File: config.mk
export PLATFORM = sky130hd
export DESIGN_NAME = fade_light_sequencer
export DESIGN_NICKNAME = d
export VERILOG_FILES = /design/src/sv/fls_pkg.sv /design/src/sv/fls_divider.sv /design/src/sv/fls_datapath.sv /design/src/sv/fls_ctrl.sv /design/src/sv/fade_light_sequencer.sv
export SDC_FILE = /design/constraint.sdc
export NUM_CORES = 1
export LEC_CHECK = 0
export ABC_AREA = 1
export BUFFER_PORTS_ARGS = -buffer_cell sky130_fd_sc_hd__buf_4
export CAP_MARGIN = 40
export CORE_MARGIN = 3
export CORE_UTILIZATION = 51
export CTS_CLUSTER_DIAMETER = 120
export DETAILED_ROUTE_END_ITERATION = 8
export GPL_TIMING_DRIVEN = 0
export PLACE_DENSITY = 0.78
export SLEW_MARGIN = 10
export SYNTH_ARGS = -nofsm -noshare
export SYNTH_HDL_FRONTEND = slang
export SYNTH_SLANG_ARGS = --single-unit
File: constraint.sdc
create_clock -name i_clk -period 12.8 [get_ports i_clk]
set_input_delay 3.2 -clock i_clk [delete_from_list [all_inputs] [get_ports i_clk]]
set_output_delay 3.2 -clock i_clk [all_outputs]
set_load 0.03 [all_outputs]
File: src/sv/fls_pkg.sv
`timescale 1ns / 1ps
// ----------------------------------------------------------------------------
// Fade light sequencer package
// Shared types, codes and widths for the sequencer controller and datapath.
// ----------------------------------------------------------------------------
package fls_pkg;

    localparam int unsigned TimeW   = 32;
    localparam int unsigned LevelW  = 8;
    localparam int unsigned CfgIdxW = 2;
    localparam int unsigned DivCntW = $clog2(TimeW);

    // PWM full-scale count; the reset maximum level clamps it to 8 bits
    localparam int unsigned PwmRange = 255;
    localparam logic [LevelW-1:0] MaxLevelReset =
        (PwmRange > 255) ? LevelW'(255) : LevelW'(PwmRange);

    localparam logic [TimeW-1:0] BrightenReset = TimeW'(1000);
    localparam logic [TimeW-1:0] FadeReset     = TimeW'(1000);
    localparam logic [TimeW-1:0] HoldReset     = TimeW'(60000);

    // Register indexes on the configuration port
    localparam logic [CfgIdxW-1:0] CFG_BRIGHTEN = 2'd0;
    localparam logic [CfgIdxW-1:0] CFG_FADE     = 2'd1;
    localparam logic [CfgIdxW-1:0] CFG_HOLD     = 2'd2;

    // Item kinds carried on tuser
    localparam logic [1:0] ACT_TICK = 2'd0;
    localparam logic [1:0] ACT_ON   = 2'd1;
    localparam logic [1:0] ACT_MAX  = 2'd2;

    typedef enum logic [1:0] {
        MODE_OFF      = 2'd0,
        MODE_BRIGHTEN = 2'd1,
        MODE_ON       = 2'd2,
        MODE_FADE     = 2'd3
    } t_mode;

    typedef enum logic [1:0] {
        ST_IDLE,
        ST_EVAL,
        ST_DIV,
        ST_DONE
    } t_fls_state;

    typedef struct packed {
        logic capture;    // latch the input word, advance the ms counter on a tick
        logic div_start;  // launch the step-delay division
        logic apply;      // commit the state update and load the result
    } t_fls_cmd;

    typedef struct packed {
        logic need_div;   // this item takes a ramp step
        logic div_done;   // last division iteration in this cycle
        logic out_free;   // result register can take a new word
    } t_fls_sts;

endpackage

File: src/sv/fls_divider.sv
`timescale 1ns / 1ps
// ----------------------------------------------------------------------------
// Step delay divider
// Restoring divider, one quotient bit per cycle: 32-bit time by 8-bit level.
// ----------------------------------------------------------------------------
module fls_divider (
    input  logic                          i_clk,
    input  logic                          i_rst_n,
    input  logic                          i_start,
    input  logic [fls_pkg::TimeW-1:0]     i_dividend,
    input  logic [fls_pkg::LevelW-1:0]    i_divisor,
    output logic                          o_done,
    output logic [fls_pkg::TimeW-1:0]     o_quotient
);
    import fls_pkg::*;

    logic                r_busy, n_busy;
    logic [DivCntW-1:0]  r_cnt, n_cnt;
    logic [TimeW-1:0]    r_quo, n_quo;
    logic [LevelW-1:0]   r_rem, n_rem;
    logic [LevelW-1:0]   r_dsr, n_dsr;
    logic [LevelW:0]     w_shifted;
    logic                w_ge;

    assign w_shifted = {r_rem, r_quo[TimeW-1]};
    assign w_ge      = (w_shifted >= {1'b0, r_dsr});

    always_comb begin
        n_busy = r_busy;
        n_cnt  = r_cnt;
        n_quo  = r_quo;
        n_rem  = r_rem;
        n_dsr  = r_dsr;
        if (i_start) begin
            n_busy = 1'b1;
            n_cnt  = '0;
            n_quo  = i_dividend;
            n_rem  = '0;
            n_dsr  = i_divisor;
        end else if (r_busy) begin
            // shift in the next dividend bit, subtract when it fits
            n_rem = w_ge ? LevelW'(w_shifted - {1'b0, r_dsr}) : w_shifted[LevelW-1:0];
            n_quo = {r_quo[TimeW-2:0], w_ge};
            n_cnt = r_cnt + 1'b1;
            if (r_cnt == DivCntW'(TimeW - 1)) begin
                n_busy = 1'b0;
            end
        end
    end

    always_ff @(posedge i_clk) begin
        if (!i_rst_n) begin
            r_busy <= 1'b0;
            r_cnt  <= '0;
        end else begin
            r_busy <= n_busy;
            r_cnt  <= n_cnt;
        end
        r_quo <= n_quo;
        r_rem <= n_rem;
        r_dsr <= n_dsr;
    end

    assign o_done     = r_busy && (r_cnt == DivCntW'(TimeW - 1));
    assign o_quotient = r_quo;

endmodule

File: src/sv/fls_datapath.sv
`timescale 1ns / 1ps
// ----------------------------------------------------------------------------
// Fade light sequencer datapath
// Time, level and mode registers, next-state logic and the result register.
// ----------------------------------------------------------------------------
module fls_datapath (
    input  logic                          i_clk,
    input  logic                          i_rst_n,
    input  fls_pkg::t_fls_cmd             i_cmd,
    output fls_pkg::t_fls_sts             o_sts,
    input  logic                          i_cfg_we,
    input  logic [fls_pkg::CfgIdxW-1:0]   i_cfg_index,
    input  logic [fls_pkg::TimeW-1:0]     i_cfg_wdata,
    input  logic [1:0]                    i_action,
    input  logic [fls_pkg::LevelW-1:0]    i_new_max,
    output logic                          o_out_valid,
    input  logic                          i_out_ready,
    output logic [fls_pkg::LevelW-1:0]    o_brightness,
    output logic [1:0]                    o_light_mode,
    output logic                          o_pwm_update,
    output logic                          o_mode_changed
);
    import fls_pkg::*;

    logic [TimeW-1:0]  r_bright_t, r_fade_t, r_hold_t;
    logic [TimeW-1:0]  r_now, r_due, n_due;
    logic [LevelW-1:0] r_level, n_level, r_written, r_max, n_max;
    t_mode             r_mode, n_mode;
    logic [1:0]        r_action;
    logic [LevelW-1:0] r_new_max;

    logic              r_out_valid;
    logic [LevelW-1:0] r_out_level;
    t_mode             r_out_mode;
    logic              r_out_pwm, r_out_chg;

    logic              w_step, w_turn_on, w_need_div, w_chg, w_pwm;
    logic              w_use_hold;
    logic [TimeW-1:0]  w_quo, w_dividend;
    logic              w_div_done;

    assign w_dividend = (r_mode == MODE_BRIGHTEN) ? r_bright_t : r_fade_t;

    fls_divider u_div (
        .i_clk      (i_clk),
        .i_rst_n    (i_rst_n),
        .i_start    (i_cmd.div_start),
        .i_dividend (w_dividend),
        .i_divisor  (r_max),
        .o_done     (w_div_done),
        .o_quotient (w_quo)
    );

    assign w_turn_on = (r_action == ACT_ON);
    assign w_step    = w_turn_on ||
                       ((r_action == ACT_TICK) && (r_mode != MODE_OFF) && (r_now > r_due));

    always_comb begin
        n_level    = r_level;
        n_mode     = r_mode;
        n_max      = r_max;
        w_chg      = 1'b0;
        w_need_div = 1'b0;
        w_use_hold = 1'b0;
        if (w_step) begin
            case (r_mode)
                MODE_OFF: begin
                    if (w_turn_on) begin
                        n_mode = MODE_BRIGHTEN;
                        w_chg  = 1'b1;
                    end
                end
                MODE_BRIGHTEN: begin
                    if (r_level >= r_max) begin
                        w_use_hold = 1'b1;
                        n_mode     = MODE_ON;
                        w_chg      = 1'b1;
                    end else begin
                        w_need_div = 1'b1;
                        n_level    = r_level + 1'b1;
                    end
                end
                MODE_ON: begin
                    if (w_turn_on) begin
                        w_use_hold = 1'b1;
                    end else begin
                        n_mode = MODE_FADE;
                        w_chg  = 1'b1;
                    end
                end
                default: begin
                    if (w_turn_on) begin
                        n_mode = MODE_BRIGHTEN;
                        w_chg  = 1'b1;
                    end else if (r_level == '0) begin
                        n_mode = MODE_OFF;
                        w_chg  = 1'b1;
                    end else begin
                        w_need_div = 1'b1;
                        n_level    = r_level - 1'b1;
                    end
                end
            endcase
        end
        // new maximum; zero or unchanged is dropped
        if ((r_action == ACT_MAX) && (r_new_max != '0) && (r_new_max != r_max)) begin
            n_max = r_new_max;
            if (r_mode == MODE_ON) begin
                n_level = r_new_max;
            end
        end
    end

    always_comb begin
        n_due = r_due;
        if (w_use_hold) begin
            n_due = r_now + r_hold_t;
        end else if (w_need_div) begin
            n_due = r_now + w_quo;
        end
    end

    assign w_pwm = (r_action == ACT_TICK) && (r_mode != MODE_OFF) && (n_level != r_written);

    always_ff @(posedge i_clk) begin
        if (!i_rst_n) begin
            r_bright_t  <= BrightenReset;
            r_fade_t    <= FadeReset;
            r_hold_t    <= HoldReset;
            r_now       <= '0;
            r_due       <= '0;
            r_level     <= '0;
            r_written   <= '0;
            r_max       <= MaxLevelReset;
            r_mode      <= MODE_OFF;
            r_out_valid <= 1'b0;
        end else begin
            if (i_cfg_we) begin
                case (i_cfg_index)
                    CFG_BRIGHTEN: r_bright_t <= i_cfg_wdata;
                    CFG_FADE:     r_fade_t   <= i_cfg_wdata;
                    CFG_HOLD:     r_hold_t   <= i_cfg_wdata;
                    default:      ;
                endcase
            end
            if (i_cmd.capture && (i_action == ACT_TICK)) begin
                r_now <= r_now + 1'b1;
            end
            if (i_cmd.apply) begin
                r_due   <= n_due;
                r_level <= n_level;
                r_max   <= n_max;
                r_mode  <= n_mode;
                if (w_pwm) begin
                    r_written <= n_level;
                end
                r_out_valid <= 1'b1;
            end else if (i_out_ready) begin
                r_out_valid <= 1'b0;
            end
        end
        if (i_cmd.capture) begin
            r_action  <= i_action;
            r_new_max <= i_new_max;
        end
        if (i_cmd.apply) begin
            r_out_level <= n_level;
            r_out_mode  <= n_mode;
            r_out_pwm   <= w_pwm;
            r_out_chg   <= w_chg;
        end
    end

    assign o_sts.need_div = w_need_div;
    assign o_sts.div_done = w_div_done;
    assign o_sts.out_free = !r_out_valid || i_out_ready;

    assign o_out_valid    = r_out_valid;
    assign o_brightness   = r_out_level;
    assign o_light_mode   = r_out_mode;
    assign o_pwm_update   = r_out_pwm;
    assign o_mode_changed = r_out_chg;

endmodule

File: src/sv/fls_ctrl.sv
`timescale 1ns / 1ps
// ----------------------------------------------------------------------------
// Fade light sequencer controller
// Sequences capture, optional division and commit for one word at a time.
// ----------------------------------------------------------------------------
module fls_ctrl (
    input  logic                 i_clk,
    input  logic                 i_rst_n,
    input  logic                 i_in_valid,
    output logic                 o_in_ready,
    input  fls_pkg::t_fls_sts    i_sts,
    output fls_pkg::t_fls_cmd    o_cmd
);
    import fls_pkg::*;

    t_fls_state r_state, n_state;

    always_comb begin
        n_state = r_state;
        case (r_state)
            ST_IDLE: begin
                if (i_in_valid) begin
                    n_state = ST_EVAL;
                end
            end
            ST_EVAL: begin
                n_state = i_sts.need_div ? ST_DIV : ST_DONE;
            end
            ST_DIV: begin
                if (i_sts.div_done) begin
                    n_state = ST_DONE;
                end
            end
            ST_DONE: begin
                if (i_sts.out_free) begin
                    n_state = ST_IDLE;
                end
            end
            default: n_state = ST_IDLE;
        endcase
    end

    always_comb begin
        o_cmd      = '0;
        o_in_ready = 1'b0;
        case (r_state)
            ST_IDLE: begin
                o_in_ready    = 1'b1;
                o_cmd.capture = i_in_valid;
            end
            ST_EVAL: begin
                o_cmd.div_start = i_sts.need_div;
            end
            ST_DONE: begin
                o_cmd.apply = i_sts.out_free;
            end
            default: ;
        endcase
    end

    always_ff @(posedge i_clk) begin
        if (!i_rst_n) begin
            r_state <= ST_IDLE;
        end else begin
            r_state <= n_state;
        end
    end

endmodule

File: src/sv/fade_light_sequencer.sv
`timescale 1ns / 1ps
// ----------------------------------------------------------------------------
// Fade light sequencer
// LED level sequencer with off, brighten, on and fade modes.
// ----------------------------------------------------------------------------
// One word is taken at a time and gives one result word. A word that takes no
// ramp step passes through capture, evaluation and commit; a ramp step also
// waits in the serial divider that computes the step delay (ramp time divided
// by the maximum level). The input is ready again the cycle after the result
// is loaded into the output register, which holds it until the sink takes it.
// Configuration writes take effect at once.
// ----------------------------------------------------------------------------
module fade_light_sequencer (
    input  logic                          i_clk,
    input  logic                          i_rst_n,
    input  logic                          i_cfg_we,
    input  logic [fls_pkg::CfgIdxW-1:0]   i_cfg_index,
    input  logic [fls_pkg::TimeW-1:0]     i_cfg_wdata,
    input  logic                          i_s_axis_tvalid,
    output logic                          o_s_axis_tready,
    input  logic [7:0]                    i_s_axis_tdata,  // [7:0] new_max
    input  logic [1:0]                    i_s_axis_tuser,  // [1:0] action
    output logic                          o_m_axis_tvalid,
    input  logic                          i_m_axis_tready,
    // [7:0] brightness, [9:8] light_mode, [10] pwm_update, [11] mode_changed
    output logic [15:0]                   o_m_axis_tdata
);
    import fls_pkg::*;

    t_fls_cmd          w_cmd;
    t_fls_sts          w_sts;
    logic [LevelW-1:0] w_brightness;
    logic [1:0]        w_light_mode;
    logic              w_pwm_update, w_mode_changed;

    fls_ctrl u_ctrl (
        .i_clk      (i_clk),
        .i_rst_n    (i_rst_n),
        .i_in_valid (i_s_axis_tvalid),
        .o_in_ready (o_s_axis_tready),
        .i_sts      (w_sts),
        .o_cmd      (w_cmd)
    );

    fls_datapath u_dp (
        .i_clk          (i_clk),
        .i_rst_n        (i_rst_n),
        .i_cmd          (w_cmd),
        .o_sts          (w_sts),
        .i_cfg_we       (i_cfg_we),
        .i_cfg_index    (i_cfg_index),
        .i_cfg_wdata    (i_cfg_wdata),
        .i_action       (i_s_axis_tuser),
        .i_new_max      (i_s_axis_tdata),
        .o_out_valid    (o_m_axis_tvalid),
        .i_out_ready    (i_m_axis_tready),
        .o_brightness   (w_brightness),
        .o_light_mode   (w_light_mode),
        .o_pwm_update   (w_pwm_update),
        .o_mode_changed (w_mode_changed)
    );

    assign o_m_axis_tdata = {4'b0000, w_mode_changed, w_pwm_update, w_light_mode, w_brightness};

endmodule

==> results.yml <==
grt:
  grt_first_pass_wirelength_mm: 67.2
  use_met2_pct: 41.4
  grt_max_degree: 34
  grt_pass1_vias: 12900
  track_usage_pct: 26.6
  gr-usage-met3_pct: 3.97
  grt-busiest-layer: "met2"
  grt_overflow: 0
  met1_usage_pct: 39.1
  antenna_found_initial: 0
critical_path:
  crit_start: "u_dp.r_mode[0]$_SDFFE_PN0P_"
  reg2reg_slack_ps: 6710
  cp-start-kind: "register"
  critPathMaxFanout: 10
  endpoint: "u_dp.r_due[20]$_SDFFE_PN0P_"
  rr_endpoint: "u_dp.r_due[20]$_SDFFE_PN0P_"
  r2r-start: "u_dp.r_mode[0]$_SDFFE_PN0P_"
  crit_type: "reg -> reg"
  rr_worst_depth: 22
  worstSetupEndpointType: "register"
  arrival_ps: 6520
  crit_required_ps: 13230
clock_tree:
  cts_sinks: 265
  ctsHtreeMaxLevel: 1
  clockBufferDepth: 3
  cts_resized: 0
  postCtsSetupBuffers: 0
  path_clk_slew_ps: 60
  hold_buffers: 0
  tritoncts: "done"
  numCtsBuffers: 29
  clockRootBuffer: "clkbuf_16"
  clk-insertion-delay-late_ps: 580
finish:
  fin_cells: 2523
  final_cell_mix: "nand2_1, inv_1, o21ai_0"
  syn_to_final_growth_pct: 12.9
  drive_above_1_share_pct: 7.09
  layout_commonest_cell: "nand2_1"
  diodes: 0
  fin_nets: 2270
detailed_routing:
  viasPerCell: 5.55
  drtIter0Drc: 1487
  ant_nets: 0
  drt-total-wl_mm: 42.3
  drc: 0
  vias: 14000
  wl_per_cell_um: 16.8
  drt_pass1_iterations: 6
placed_design:
  place_congestion: 0.964
  place_ws_ps: 6560
  numPortBuffers: 62
  hpwlAfterDp_mm: 31.9
  placed_cells: 2469
sta:
  relSlewSlack_pct: 41.6
  period_needed_ps: 6090
  fin_crit_sh_pct: 47.6
  final.setup.worst_slack_ps: 6710
  finalSetupViolations: 0
  finClkSkew_ps: 19.5
  maxSlewViolCount: 0
  worst_slew_pin_slew_ps: 873
  max_freq_ghz: 0.164
  fin_tns_setup_ps: 0
  hold_viol: 0
  rsz0062_at_grt: "false"
yosys:
  syn_avg_cell_area_um2: 7.35
  synth_edf_count: 62
  synth-simple-area-share_pct: 22.6
  ys_ff_latch: 265
  synth_ff_type: "dfxtp_1"
  async_flop_share_pct: 0
  yosys_warnings: 0
  post_synth_num_cell_types: 55
  yosysSeqAreaShare_pct: 39.8
  synth_top_family_by_area: "simple AND/OR/NAND/NOR gates"
  synth-xor-area-share_pct: 3.30
  synth_cells: 2025
  synth_area_um2: 14900
  synthAdderAreaFrac_pct: 8.43
  synth.area.mux_share_pct: 0
  synth_compound_area_share_pct: 16.7
floorplanning:
  num_rows: 61
  die_y_um: 177
  die_area_um2: 31300
  die_x_um: 177
  initial_core_util_pct: 52.7
  ios: 67
  coreArea_um2: 28200
power:
  powerDensity_nw_per_um2: 138
  irDropWorstVdd_uv: 129
  p_leak_nw: 7.66
hold_path:
  hp-class: "reg -> reg"
run_status:
  status: "finished clean"
job:
  drv_cap: 0
## critical path, cell delays in order, from the launching register on
cell      delay, ps
dfxtp_1         460
clkinv_1        310
ha_1            380
nor3_4          510
inv_2           180
a31oi_1         210
nand2_2         200
nand2_4         140
nand2_1         210
clkinv_1        180
clkbuf_1        430
o21ai_0         340
ha_1            450
nand2_1          90
nor2_1          210
nand2_1          90
o211ai_1        130
a31oi_1         110
o21ai_0         520
a21oi_1         210
o21ai_0         290
xnor2_1         190
a21oi_1         100
## flip-flops by register name, indices dropped and copies added, names as in the netlist
signal                 cells
u_ctrl.r_state             2
u_dp.o_brightness          8
u_dp.o_light_mode          2
u_dp.o_mode_changed        1
u_dp.o_out_valid           1
u_dp.o_pwm_update          1
u_dp.r_action              2
u_dp.r_bright_t           32
u_dp.r_due                32
u_dp.r_fade_t             32
u_dp.r_hold_t             32
u_dp.r_level               8
u_dp.r_max                 8
u_dp.r_mode                2
u_dp.r_new_max             8
u_dp.r_now                32
u_dp.r_written             8
u_dp.u_div.o_quotient     32
u_dp.u_div.r_busy          1
u_dp.u_div.r_cnt           5
u_dp.u_div.r_dsr           8
u_dp.u_div.r_rem           8
## synth_stat cells, types with 7 or more instances
cell type	count	area (µm²)
a21oi_1	146	731
a31oi_1	9	56.3
clkbuf_1	67	251
dfxtp_1	203	4060
edfxtp_1	62	1860
ha_1	97	1210
inv_1	260	976
nand2_1	404	1520
nand2_2	7	43.8
nand3_1	85	425
nand4_1	26	163
nor2_1	210	788
nor3_1	35	175
nor4_1	14	87.6
o211ai_1	33	248
o21a_1	8	60.1
o21ai_0	222	1110
o31ai_1	8	60.1
xnor2_1	24	210
xor2_1	32	280
## cell families (layout without fill, tap and decap cells)
logic type	Yosys count	in the layout
compound gates	453	453
xor+xnor	56	56
fa+ha+maj	99	99
buf+inv	352	469
flops	265	265
other cells	1	4
simple gates	799	799
## metal layers
metal	share of wire (%)	up-vias
met5	0	-
met1	45	6440
met3	9.6	61
met2	43	619
li1	-	6884
met4	2.1	0
## final cells by class
| type | count | area [µm²] |
|---|---|---|
| plain buffers | 81 | 342 |
| clock buffers | 40 | 848 |
| clock inverters | 14 | 114 |
| fillers | 2612 | 11400 |
| inverters | 271 | 1020 |
| multi-input cells | 1411 | 7600 |
| flip-flops and latches | 265 | 5930 |
| well taps | 378 | 473 |
| repair buffers | 63 | 477 |
## power by group
group | switching [mW] | total, mW | internal (mW)
logic | 0.347 | 0.513 | 0.166
registers | 0.0470 | 0.968 | 0.921
clock network | 0.355 | 0.840 | 0.485
## through the flow
step	hold WS [ps]	cell area, µm²	utilization, %	power, mW
2_1_floorplan	408	14900	-	1.33
3_3_place_gp	432	15800	56.0	1.47
3_5_place_dp	420	15800	56.1	1.48
4_1_cts	453	16800	59.5	2.32
5_1_grt	463	16800	59.5	2.42
6_report	454	16800	59.5	2.32
## worst min path at each step
stage / start / end / slack (ps) / depth (start not counted)
after floorplan: u_dp.r_max[1]$_SDFFE_PN1P_ / u_dp.u_div.r_dsr[1]$_DFFE_PP_ / 410 / 0
after global placement: u_dp.r_max[1]$_SDFFE_PN1P_ / u_dp.u_div.r_dsr[1]$_DFFE_PP_ / 430 / 0
final: u_dp.r_fade_t[13]$_SDFFE_PN0P_ / u_dp.r_fade_t[13]$_SDFFE_PN0P_ / 450 / 2
after CTS: u_dp.r_fade_t[13]$_SDFFE_PN0P_ / u_dp.r_fade_t[13]$_SDFFE_PN0P_ / 450 / 2
after global routing: u_dp.r_fade_t[13]$_SDFFE_PN0P_ / u_dp.r_fade_t[13]$_SDFFE_PN0P_ / 460 / 2
after detailed placement: u_dp.r_max[1]$_SDFFE_PN1P_ / u_dp.u_div.r_dsr[1]$_DFFE_PP_ / 420 / 0
Power figures use the tool's default switching activity.
